--- src/hdl/mfbp_pkg.sv ---
`default_nettype none
package mfbp_pkg;

	// field widths
	localparam int ValueBits = 32;
	localparam int WidthBits = 6;
	localparam int ByteBits  = 8;

	// largest code width accepted; wider requests saturate
	localparam int MaxWidth   = 32;
	localparam int WidthLimit = (MaxWidth < ValueBits) ? MaxWidth : ValueBits;

	// pending byte plus one full code
	localparam int BufBits   = ValueBits + ByteBits;
	localparam int FillBits  = 3;
	localparam int CountBits = 3;
	localparam int MaxBytes  = (ByteBits - 1 + WidthLimit) / ByteBits;

	// request queue between front and back
	localparam int QueueDepth = 2;
	localparam int QPtrBits   = 1;
	localparam int QCntBits   = 2;

	// classified request handed from front to back
	typedef struct packed {
		logic                   flush;
		logic [ValueBits-1:0]   aligned;
		logic [WidthBits-1:0]   width;
	} item_t;

	// queue handshake toward the back
	typedef struct packed {
		logic  valid;
		item_t item;
	} qhead_t;

endpackage
`default_nettype wire

--- src/hdl/mfbp_front.sv ---
`default_nettype none
module mfbp_front (
	input  wire logic                clk,
	input  wire logic                arst_n,
	input  wire logic                s_tvalid,
	output logic                     s_tready,
	input  wire logic [39:0]         s_tdata,  // value[31:0], width[37:32], zero pad
	input  wire logic [0:0]          s_tuser,  // action[0]
	output logic                     push_valid,
	input  wire logic                push_ready,
	output mfbp_pkg::item_t          push_item
);

	logic                              valid_s1;
	mfbp_pkg::item_t                   item_s1;
	mfbp_pkg::item_t                   item_d;
	logic [mfbp_pkg::WidthBits-1:0]    width_in;
	logic [mfbp_pkg::WidthBits-1:0]    width_sat;
	logic [mfbp_pkg::WidthBits-1:0]    lim;
	logic                              keep;

	// saturate width and left-align the code bits
	always_comb begin
		lim       = mfbp_pkg::WidthBits'(mfbp_pkg::WidthLimit);
		width_in  = s_tdata[mfbp_pkg::ValueBits +: mfbp_pkg::WidthBits];
		width_sat = (width_in > lim) ? lim : width_in;
		item_d.flush   = s_tuser[0];
		item_d.width   = width_sat;
		item_d.aligned = s_tdata[mfbp_pkg::ValueBits-1:0]
			<< (mfbp_pkg::WidthBits'(mfbp_pkg::ValueBits) - width_sat);
		// zero-width appends do nothing and are dropped here
		keep = s_tuser[0] || (width_sat != '0);
	end

	assign s_tready   = !valid_s1 || push_ready;
	assign push_valid = valid_s1;
	assign push_item  = item_s1;

	// front register stage
	always_ff @(posedge clk or negedge arst_n) begin
		if (!arst_n) begin
			valid_s1 <= 1'b0;
		end else if (s_tready) begin
			valid_s1 <= s_tvalid && keep;
		end
	end

	always_ff @(posedge clk) begin
		if (s_tready) begin
			item_s1 <= item_d;
		end
	end

endmodule
`default_nettype wire

--- src/hdl/mfbp_queue.sv ---
`default_nettype none
module mfbp_queue (
	input  wire logic                clk,
	input  wire logic                arst_n,
	input  wire logic                push_valid,
	output logic                     push_ready,
	input  wire mfbp_pkg::item_t     push_item,
	output mfbp_pkg::qhead_t         head,
	input  wire logic                pop
);

	mfbp_pkg::item_t                  mem_q [mfbp_pkg::QueueDepth];
	logic [mfbp_pkg::QPtrBits-1:0]    wr_ptr_q;
	logic [mfbp_pkg::QPtrBits-1:0]    rd_ptr_q;
	logic [mfbp_pkg::QCntBits-1:0]    count_q;
	logic                             do_push;
	logic                             do_pop;

	assign push_ready = (count_q != mfbp_pkg::QCntBits'(mfbp_pkg::QueueDepth));
	assign do_push    = push_valid && push_ready;
	assign do_pop     = pop && (count_q != '0);
	assign head.valid = (count_q != '0);
	assign head.item  = mem_q[rd_ptr_q];

	// storage
	always_ff @(posedge clk) begin
		if (do_push) begin
			mem_q[wr_ptr_q] <= push_item;
		end
	end

	// pointers and occupancy
	always_ff @(posedge clk or negedge arst_n) begin
		if (!arst_n) begin
			wr_ptr_q <= '0;
			rd_ptr_q <= '0;
			count_q  <= '0;
		end else begin
			if (do_push) begin
				wr_ptr_q <= wr_ptr_q + 1'b1;
			end
			if (do_pop) begin
				rd_ptr_q <= rd_ptr_q + 1'b1;
			end
			case ({do_push, do_pop})
				2'b10:   count_q <= count_q + 1'b1;
				2'b01:   count_q <= count_q - 1'b1;
				default: count_q <= count_q;
			endcase
		end
	end

endmodule
`default_nettype wire

--- src/hdl/mfbp_back.sv ---
`default_nettype none
module mfbp_back (
	input  wire logic                clk,
	input  wire logic                arst_n,
	input  wire mfbp_pkg::qhead_t    head,
	output logic                     pop,
	output logic                     m_tvalid,
	input  wire logic                m_tready,
	output logic [7:0]               m_tdata,  // out_byte[7:0]
	output logic                     m_tlast
);

	localparam int BB = mfbp_pkg::BufBits;
	localparam int YB = mfbp_pkg::ByteBits;

	logic [BB-1:0]                     buf_q;
	logic [mfbp_pkg::CountBits-1:0]    cnt_q;
	logic [mfbp_pkg::FillBits-1:0]     fill_q;
	logic                              out_valid_q;
	logic [YB-1:0]                     out_byte_q;
	logic                              out_last_q;

	logic                              out_free;
	logic                              idle;
	logic                              emit_shift;
	logic                              emit_flush;
	logic [BB-1:0]                     code_al;
	logic [BB-1:0]                     buf_ld;
	logic [mfbp_pkg::WidthBits-1:0]    total;

	assign out_free = !out_valid_q || m_tready;
	assign idle     = (cnt_q == '0);

	// merge the pending byte with the new code and count the full bytes
	always_comb begin
		code_al = {head.item.aligned, {YB{1'b0}}} >> fill_q;
		buf_ld  = {buf_q[BB-1 -: YB], {(BB-YB){1'b0}}} | code_al;
		total   = mfbp_pkg::WidthBits'(fill_q) + head.item.width;
	end

	// request dispatch
	always_comb begin
		emit_shift = !idle && out_free;
		emit_flush = head.valid && idle && head.item.flush && (fill_q != '0) && out_free;
		pop        = head.valid && idle &&
			(!head.item.flush || (fill_q == '0) || out_free);
	end

	// byte shifter and fill state
	always_ff @(posedge clk or negedge arst_n) begin
		if (!arst_n) begin
			buf_q  <= '0;
			cnt_q  <= '0;
			fill_q <= '0;
		end else if (emit_shift) begin
			buf_q <= buf_q << YB;
			cnt_q <= cnt_q - 1'b1;
		end else if (pop) begin
			if (head.item.flush) begin
				buf_q  <= '0;
				fill_q <= '0;
			end else begin
				buf_q  <= buf_ld;
				cnt_q  <= total[mfbp_pkg::WidthBits-1:3];
				fill_q <= total[2:0];
			end
		end
	end

	// output register
	always_ff @(posedge clk or negedge arst_n) begin
		if (!arst_n) begin
			out_valid_q <= 1'b0;
		end else if (out_free) begin
			out_valid_q <= emit_shift || emit_flush;
		end
	end

	always_ff @(posedge clk) begin
		if (out_free) begin
			out_byte_q <= buf_q[BB-1 -: YB];
			out_last_q <= emit_flush || (cnt_q == mfbp_pkg::CountBits'(1));
		end
	end

	assign m_tvalid = out_valid_q;
	assign m_tdata  = out_byte_q;
	assign m_tlast  = out_last_q;

	// byte count never exceeds what one code can complete
	a_cnt_bound: assert property (@(posedge clk) disable iff (!arst_n)
		cnt_q <= mfbp_pkg::CountBits'(mfbp_pkg::MaxBytes))
		else $error("byte count out of range");

	// at rest only the pending byte may hold bits
	a_idle_clean: assert property (@(posedge clk) disable iff (!arst_n)
		idle |-> (buf_q[BB-YB-1:0] == '0))
		else $error("stale bits below pending byte");

	// unfilled low bits of the pending byte stay zero
	a_pad_zero: assert property (@(posedge clk) disable iff (!arst_n)
		idle |-> ((buf_q[BB-1 -: YB] & (8'hff >> fill_q)) == '0))
		else $error("pending byte not zero padded");

	// a flush with bits pending leaves the packer empty
	a_flush_empty: assert property (@(posedge clk) disable iff (!arst_n)
		emit_flush |=> (fill_q == '0) && (buf_q == '0))
		else $error("flush left bits behind");

endmodule
`default_nettype wire

--- src/hdl/msb_first_bit_packer_unit.sv ---
// msb-first bit packer
// slave channel: one request per s_tvalid/s_tready handshake; s_tuser[0] is
// the action (0 append, 1 flush), s_tdata carries the code value in bits
// 31:0 and its width (0..32, larger values saturate) in bits 37:32
// master channel: one packed byte per m_tvalid/m_tready handshake, earliest
// bit in the msb; m_tlast marks the final byte caused by a request
// path: a request passes a front register and a two-entry queue, then the
// back end loads an append into its shift buffer and sends each completed
// byte through the output register, one per cycle while it is not stalled;
// the next request is taken only when all bytes of the last one are out;
// a flush emits any pending byte, zero-width appends are dropped at the front
// a stalled receiver holds the output register; the back end waits on it
// while the queue and front register keep taking up to three requests
// reset clears the pending byte, its fill count and all valid flags
`default_nettype none
module msb_first_bit_packer_unit (
	input  wire logic        clk,
	input  wire logic        arst_n,
	input  wire logic        s_tvalid,
	output logic             s_tready,
	input  wire logic [39:0] s_tdata,  // value[31:0], width[37:32], zero pad
	input  wire logic [0:0]  s_tuser,  // action[0]
	output logic             m_tvalid,
	input  wire logic        m_tready,
	output logic [7:0]       m_tdata,  // out_byte[7:0]
	output logic             m_tlast
);

	logic              push_valid;
	logic              push_ready;
	mfbp_pkg::item_t   push_item;
	mfbp_pkg::qhead_t  head;
	logic              pop;

	// accept and classify requests
	mfbp_front u_front (
		.clk        (clk),
		.arst_n     (arst_n),
		.s_tvalid   (s_tvalid),
		.s_tready   (s_tready),
		.s_tdata    (s_tdata),
		.s_tuser    (s_tuser),
		.push_valid (push_valid),
		.push_ready (push_ready),
		.push_item  (push_item)
	);

	// decoupling queue
	mfbp_queue u_queue (
		.clk        (clk),
		.arst_n     (arst_n),
		.push_valid (push_valid),
		.push_ready (push_ready),
		.push_item  (push_item),
		.head       (head),
		.pop        (pop)
	);

	// bit packing and byte output
	mfbp_back u_back (
		.clk      (clk),
		.arst_n   (arst_n),
		.head     (head),
		.pop      (pop),
		.m_tvalid (m_tvalid),
		.m_tready (m_tready),
		.m_tdata  (m_tdata),
		.m_tlast  (m_tlast)
	);

endmodule
`default_nettype wire
--- config.mk ---
export PLATFORM = sky130hd
export DESIGN_NAME = msb_first_bit_packer_unit
export DESIGN_NICKNAME = d
export VERILOG_FILES = /design/src/hdl/mfbp_pkg.sv /design/src/hdl/mfbp_front.sv /design/src/hdl/mfbp_queue.sv /design/src/hdl/mfbp_back.sv /design/src/hdl/msb_first_bit_packer_unit.sv
export SDC_FILE = /design/constraint.sdc
export NUM_CORES = 1
export LEC_CHECK = 0
export ABC_AREA = 1
export BUFFER_PORTS_ARGS = -buffer_cell sky130_fd_sc_hd__buf_2
export CAP_MARGIN = 20
export CORE_MARGIN = 1
export CORE_UTILIZATION = 41
export CTS_BUF_LIST = sky130_fd_sc_hd__clkbuf_2 sky130_fd_sc_hd__clkbuf_4 sky130_fd_sc_hd__clkbuf_8
export CTS_CLUSTER_SIZE = 10
export DETAILED_ROUTE_END_ITERATION = 7
export PLACE_DENSITY_LB_ADDON = 0.2
export SLEW_MARGIN = 10
export SYNTH_ARGS = -nofsm -noshare
export SYNTH_HDL_FRONTEND = slang
export SYNTH_HIERARCHICAL = 1
export SYNTH_SLANG_ARGS = --single-unit
--- constraint.sdc ---
create_clock -name clk -period 3.2 [get_ports clk]
set_input_delay 0.48 -clock clk [delete_from_list [all_inputs] [get_ports clk]]
set_output_delay 0.48 -clock clk [all_outputs]
set_load 0.03 [all_outputs]
## After elaboration in Yosys (flattened, before gate mapping)

Memory sizes are Yosys's and may differ from the RTL's.
Cells that the tools add are included.

- Register bits: 100
- Logic and storage cells: 71
- Memories: 1
- Output and inout bits: 11
- RAM bits: 78

Memory list:

| memory | depth | width | rd ports | clocked after Yosys merged registers in | wr ports | line | text |
|---|---|---|---|---|---|---|---|
| u_queue.mem_q | 2 | 39 | 1 | 0 | 1 | mfbp_queue.sv:12 | `mfbp_pkg::item_t mem_q [mfbp_pkg::QueueDepth];` |

- Bitwise gates (word level): 2
- Add/sub/neg operators: 7
- Shift-type cells: 2
- $lt $le $gt $ge: 1
- Reduce and logical (&&, ||, !) cells: 29
- Multiplexer cells: 11
- Eq/ne operators: 5

Operators with widths:

| cell | number |
|---|---|
| $mux 40 | 3 |
| $or 40x40->40 | 1 |
| $shr 40x3->40 | 1 |
| $shl 32x6->32 | 1 |
| $mux 3 | 4 |
| $logic_and 1x1->1 | 9 |
| $logic_or 1x1->1 | 7 |
| $add 3x6->6 | 1 |
| $gt 6x6->1 const B | 1 |
| $logic_not 3->1 | 2 |
| $mux 6 | 1 |
| $reduce_bool 2->1 | 3 |
| $reduce_bool 6->1 | 1 |
| $sub 6x6->6 const A | 1 |
| $logic_not 1->1 | 4 |
| $ne 2x2->1 const B | 2 |
| $pmux 2 s2 | 1 |
| $reduce_and 2->1 | 2 |
| $eq 3x1->1 const B | 1 |
| $reduce_bool 3->1 | 1 |
| $sub 3x1->3 const B | 1 |
| $add 1x1->1 const B | 2 |
| $add 2x1->2 const B | 1 |
| $eq 2x1->1 const B | 1 |
| other kinds (4) | 5 |

## Depth between registers and ports, before layout

An unclocked memory read counts as a cell.

- Depth after elaboration: 8
- Mapped depth: 16
- Mapped depth without buffers: 14

## Cells and area by module

Netlist, hierarchy kept.

By module, submodules not included:

| module | instances | sequential area each (sq um) | cells an instance | area each (sq um) |
|---|---|---|---|---|
| mfbp_back | 1 | 1,421.4 | 544 | 3,677.3 |
| mfbp_queue | 1 | 2,442.3 | 234 | 3,123.0 |
| mfbp_front | 1 | 1,196.1 | 423 | 3,036.7 |

## Least setup slack after synthesis

No wires, ideal clock.

- Path type: reg2reg
- From: reg u_queue/count_q[0] in the netlist's numbering
- To: mem u_queue/mem_q[0][0] in the netlist's numbering (enable)
- Data required time: 2.765 ns
- Slack: 0.545 ns
- Stages on the path, launching flop included: 5
- Buffers on the path: 0
- Setup time: 0.435 ns
- Clock period less this slack: 2.655 ns
- Data arrival time: 2.219 ns
- Cell sequence: dfrtp_1 inv_2 nand2_4 nand2_4 nor2_1

- Word-level cells in the longest chain between the ends: 4

RTL lines:

| element | line | text |
|---|---|---|
| start: declaration | mfbp_queue.sv:15 | `logic [mfbp_pkg::QCntBits-1:0] count_q;` |
| start signal: assignment | mfbp_queue.sv:46 | `2'b10: count_q <= count_q + 1'b1;` |
| start signal: assignment | mfbp_queue.sv:47 | `2'b01: count_q <= count_q - 1'b1;` |
| start signal: assignment | mfbp_queue.sv:48 | `default: count_q <= count_q;` |
| $ne 2x2->1 | mfbp_queue.sv:19 | `assign push_ready = (count_q != mfbp_pkg::QCntBits'(mfbp_pkg::QueueDepth));` |
| net push_ready | msb_first_bit_packer_unit.sv:30 | `logic push_ready;` |
| $logic_and 1x1->1 | mfbp_queue.sv:20 | `assign do_push = push_valid && push_ready;` |
| $mux 1 | mfbp_queue.sv:27 | `if (do_push) begin` |
| $mux 1 (not written as such) | mfbp_queue.sv:28 | `mem_q[wr_ptr_q] <= push_item;` |
| end: declaration | mfbp_queue.sv:12 |  |

The timed path passes the listed nets, and every way through them passes these cells.

## Worst setup path in the final report

- From: in s_tdata[32]
- To: reg u_front.item_s1, in the netlist u_front/push_item[9] (data pin)

- Word-level cells in the longest chain between the ends: 4

RTL lines:

| element | line | text |
|---|---|---|
| start: declaration | msb_first_bit_packer_unit.sv:21 | `input wire logic [39:0] s_tdata,` |
| $gt 6x6->1 | mfbp_front.sv:26 | `width_sat = (width_in > lim) ? lim : width_in;` |
| $mux 6 * | mfbp_front.sv:26 |  |
| $sub 6x6->6 * | mfbp_front.sv:30 | `<< (mfbp_pkg::WidthBits'(mfbp_pkg::ValueBits) - width_sat);` |
| $shl 32x6->32 * | mfbp_front.sv:29 | `item_d.aligned = s_tdata[mfbp_pkg::ValueBits-1:0]` |
| end signal: assignment | mfbp_front.sv:50 | `item_s1 <= item_d;` |
| end: declaration | mfbp_front.sv:15 | `mfbp_pkg::item_t item_s1;` |

Every way passes the cells marked *; elsewhere a longest branch is shown, timed or not.
A chain may end at the register's enable or synchronous reset.

==> impl_metrics.json <==
{
  "ir_drop_mv": 0.3677,
  "drive_above_1_share_pct": 11.23,
  "cts-htree-levels": 4,
  "cts_hold_buf": 0,
  "syn_to_final_growth_pct": 8.039,
  "nets": 1271,
  "finalSetupViolCount": 0,
  "grtUsageTotal_pct": 19.33,
  "ys.flop_type": "edfxtp_1",
  "vias_per_cell": 5.251,
  "crit_type": "input port to flop",
  "rsz0062_at_grt": "no",
  "ys_seq_area_share_pct": 51.44,
  "postCtsSetupBuffers": 0,
  "antenna_cells": 0,
  "drtIter0Drc": 706,
  "wl_per_cell_um": 14.53,
  "cap_violations": 0,
  "grt_antenna_before_repair": 0,
  "rr_worst_depth": 9,
  "grt_max_degree": 41,
  "synth_top_area_cell": "edfxtp_1",
  "core_area_um2": 23470,
  "finalClockSkew_ps": 10.45,
  "tightest_slew_ps": 1033,
  "die_x_um": 156.9,
  "drt_wl_total_mm": 22.50,
  "path_clk_slew_ps": 100,
  "cts_made_buffers": 17,
  "fin_ws_ps": 608.1,
  "async_flop_share_pct": 28.81,
  "crit_path_end_kind": "flop",
  "min_path_type": "input port to asynchronous set/reset pin",
  "yosysUniqueCellTypes": 39,
  "syn_area_um2": 9837,
  "synth_edf_count": 126,
  "critPathRequiredTime_ps": 3500,
  "die_height_um": 156.9,
  "relSlewSlack_pct": 31.07,
  "p_per_area_nw_per_um2": 892.4,
  "drtAntennaViolNets": 0,
  "fmax_mhz": 385.8,
  "cpPeakStageDelay_ps": 630,
  "numPortBuffers": 53,
  "layout.cells.non_filler": 1548,
  "clock_latency_ps": 460,
  "cts_resized": 0,
  "start_util_pct": 41.91,
  "synth_cells": 1201,
  "final-hold-violation-count": 0,
  "synth_top_area_share_pct": 38.46,
  "avgSynthCellArea_um2": 8.191,
  "rr_startpoint": "u_queue/rd_ptr_q",
  "hpwl_mm": 15.95,
  "final_util_pct": 45.28,
  "die-area_um2": 24620,
  "via_count": 8128,
  "holdWs_ps": 43.11,
  "drt-pass1-iter-count": 6,
  "io-pin-count": 56,
  "syn_nets": 1255,
  "pre_cts_ws_ps": 146.5,
  "grt_pass1_wl_mm": 37.71,
  "clock_sinks": 177,
  "worst-r2r-setup-slack_ps": 710,
  "place_congestion": 0.8545,
  "cts_tree": "built",
  "crit_path_start": "s_tdata[32]",
  "crit_fanout": 32,
  "cp_slowest_cell": "nor2_2",
  "r2r-end": "u_back/buf_q[29]",
  "fill_cells": 2302,
  "root_buffer": "clkbuf_8",
  "grt_overflow_total": 0,
  "grt_pass1_vias": 7713,
  "path_cells": "buf_2, buf_4, nand2_4, ha_1, nand3_2, xnor2_2, inv_2, nor2_2, inv_1, nor3_1",
  "synthTopCellsByArea": "edfxtp_1, nand3_1, nand2_1",
  "ys_warn_count": 6,
  "arrival_ps": 2890,
  "fin_crit_ps": 2592,
  "startpoint_type": "input port",
  "dp.cells": 1517,
  "drv_slew": 0,
  "drc": 0,
  "min_period_over_period_pct": 81.00,
  "clk_path_buf_depth": 2,
  "power.leakage_uw": 0.004832,
  "ys_ff_latch": 177,
  "row_count": 56,
  "fin_tns_setup_ps": 0,
  "status": "finished, final reports clean"
}
flip-flops by register name (all words and copies together), names as in the netlist:
signal,count
u_back/fill_q,3
u_front/push_valid,1
u_queue/rd_ptr_q,1
u_back/cnt_q,3
u_back/m_tlast,1
u_queue/mem_q,78
u_back/m_tvalid,1
u_back/buf_q,39
u_front/push_item,39
u_queue/wr_ptr_q,1
u_queue/count_q,2
u_back/m_tdata,8
cell type report:
type,instances,area (µm²),share of cell area (%)
Clock buffer,17,234.0,2.202
Clock inverter,14,166.4,1.566
Inverter,40,160.2,1.507
Multi-Input combinational cell,911,4215,39.66
Sequential cell,177,5060,47.61
Tap cell,319,399.1,3.756
Timing Repair Buffer,70,392.9,3.697
how the worst max path moves through the flow:
stage | endpoint | slack (ps) | depth (start not counted)
after global placement | u_front/push_item[6] | 150 | 10
after detailed placement | u_front/push_item[6] | 150 | 10
final | u_front/push_item[9] | 610 | 10
after global routing | u_front/push_item[9] | 320 | 10
after CTS | u_front/push_item[6] | 630 | 10
after floorplan | u_queue/mem_q[0][0] | 550 | 4
critical path: cells and delay by family:
family	cells	cell delay, ps
buf+inv	4	800
xor+xnor	1	250
fa+ha+maj	1	230
simple gates	4	1100
cells by family (layout without fill, tap and decap cells):
| kind of cell | count (synthesis) | in the layout | synth area share (%) |
|---|---|---|---|
| AO/OA/AOI/OAI | 30 | 30 | 1.615 |
| XOR/XNOR | 5 | 5 | 0.5216 |
| adder cells (fa/ha/maj) | 9 | 9 | 1.221 |
| buffers and inverters | 113 | 141 | 5.889 |
| flip-flops | 177 | 177 | 51.44 |
| AND/OR/NAND/NOR | 867 | 867 | 39.32 |
synth_stat cells, types with 5 or more instances:
| library cell | count |
|---|---|
| buf_1 | 6 |
| buf_4 | 10 |
| edfxtp_1 | 126 |
| buf_2 | 26 |
| clkbuf_1 | 21 |
| o21ai_0 | 20 |
| nand4_1 | 5 |
| inv_1 | 30 |
| nor2_1 | 33 |
| ha_1 | 8 |
| dfrtp_1 | 51 |
| nand2_1 | 430 |
| nand3_1 | 366 |
| inv_2 | 7 |
| buf_6 | 10 |
placed cells by master, fill, tap and decap left out, types with 2 or more instances in the layout:
| cell | Yosys | final |
|---|---|---|
| buf_4 | 10 | 17 |
| clkbuf_8 | 0 | 17 |
| dfrtp_1 | 51 | 51 |
| inv_6 | 1 | 5 |
| nand2_1 | 430 | 429 |
| and3_1 | 3 | 3 |
| inv_4 | 2 | 2 |
| nor3_1 | 4 | 4 |
| or2_2 | 3 | 3 |
| nand3b_1 | 2 | 2 |
| nand2_2 | 4 | 5 |
| nor2_1 | 33 | 32 |
| nor2_4 | 3 | 4 |
| buf_2 | 26 | 53 |
| xnor2_1 | 3 | 2 |
| clkinv_8 | 0 | 2 |
| nand4_1 | 5 | 5 |
| inv_8 | 0 | 4 |
| nand3_1 | 366 | 366 |
| inv_1 | 30 | 30 |
| nand2_4 | 3 | 3 |
| clkinvlp_4 | 0 | 2 |
| a21oi_1 | 3 | 3 |
| xnor2_2 | 1 | 2 |
| nand3_2 | 4 | 4 |
| o21ai_1 | 3 | 3 |
| o21ai_0 | 20 | 20 |
| ha_1 | 8 | 8 |
| inv_2 | 7 | 7 |
| edfxtp_1 | 126 | 126 |
| nor2_2 | 4 | 4 |
metrics by stage:
step / power (µW) / cell area (µm²)
2_1_floorplan: 7113 / 9837
3_3_place_gp: 7942 / 10230
3_5_place_dp: 8008 / 10230
4_1_cts: 9565 / 10630
5_1_grt: 10300 / 10630
6_report: 9485 / 10630
where the power goes:
part / total [µW] / switching (µW) / internal, µW
Combinational: 4120 / 2900 / 1220
Clock: 1550 / 892 / 655
Sequential: 3820 / 346 / 3470
per-layer routing:
layer / track usage (%) / part of all wire, %
met3: 2.313 / 3.7
met4: 6.956 / 2.0
met2: 31.66 / 47
met5: 0 / 0
met1: 26.35 / 47
Power figures use the tool's default switching activity.
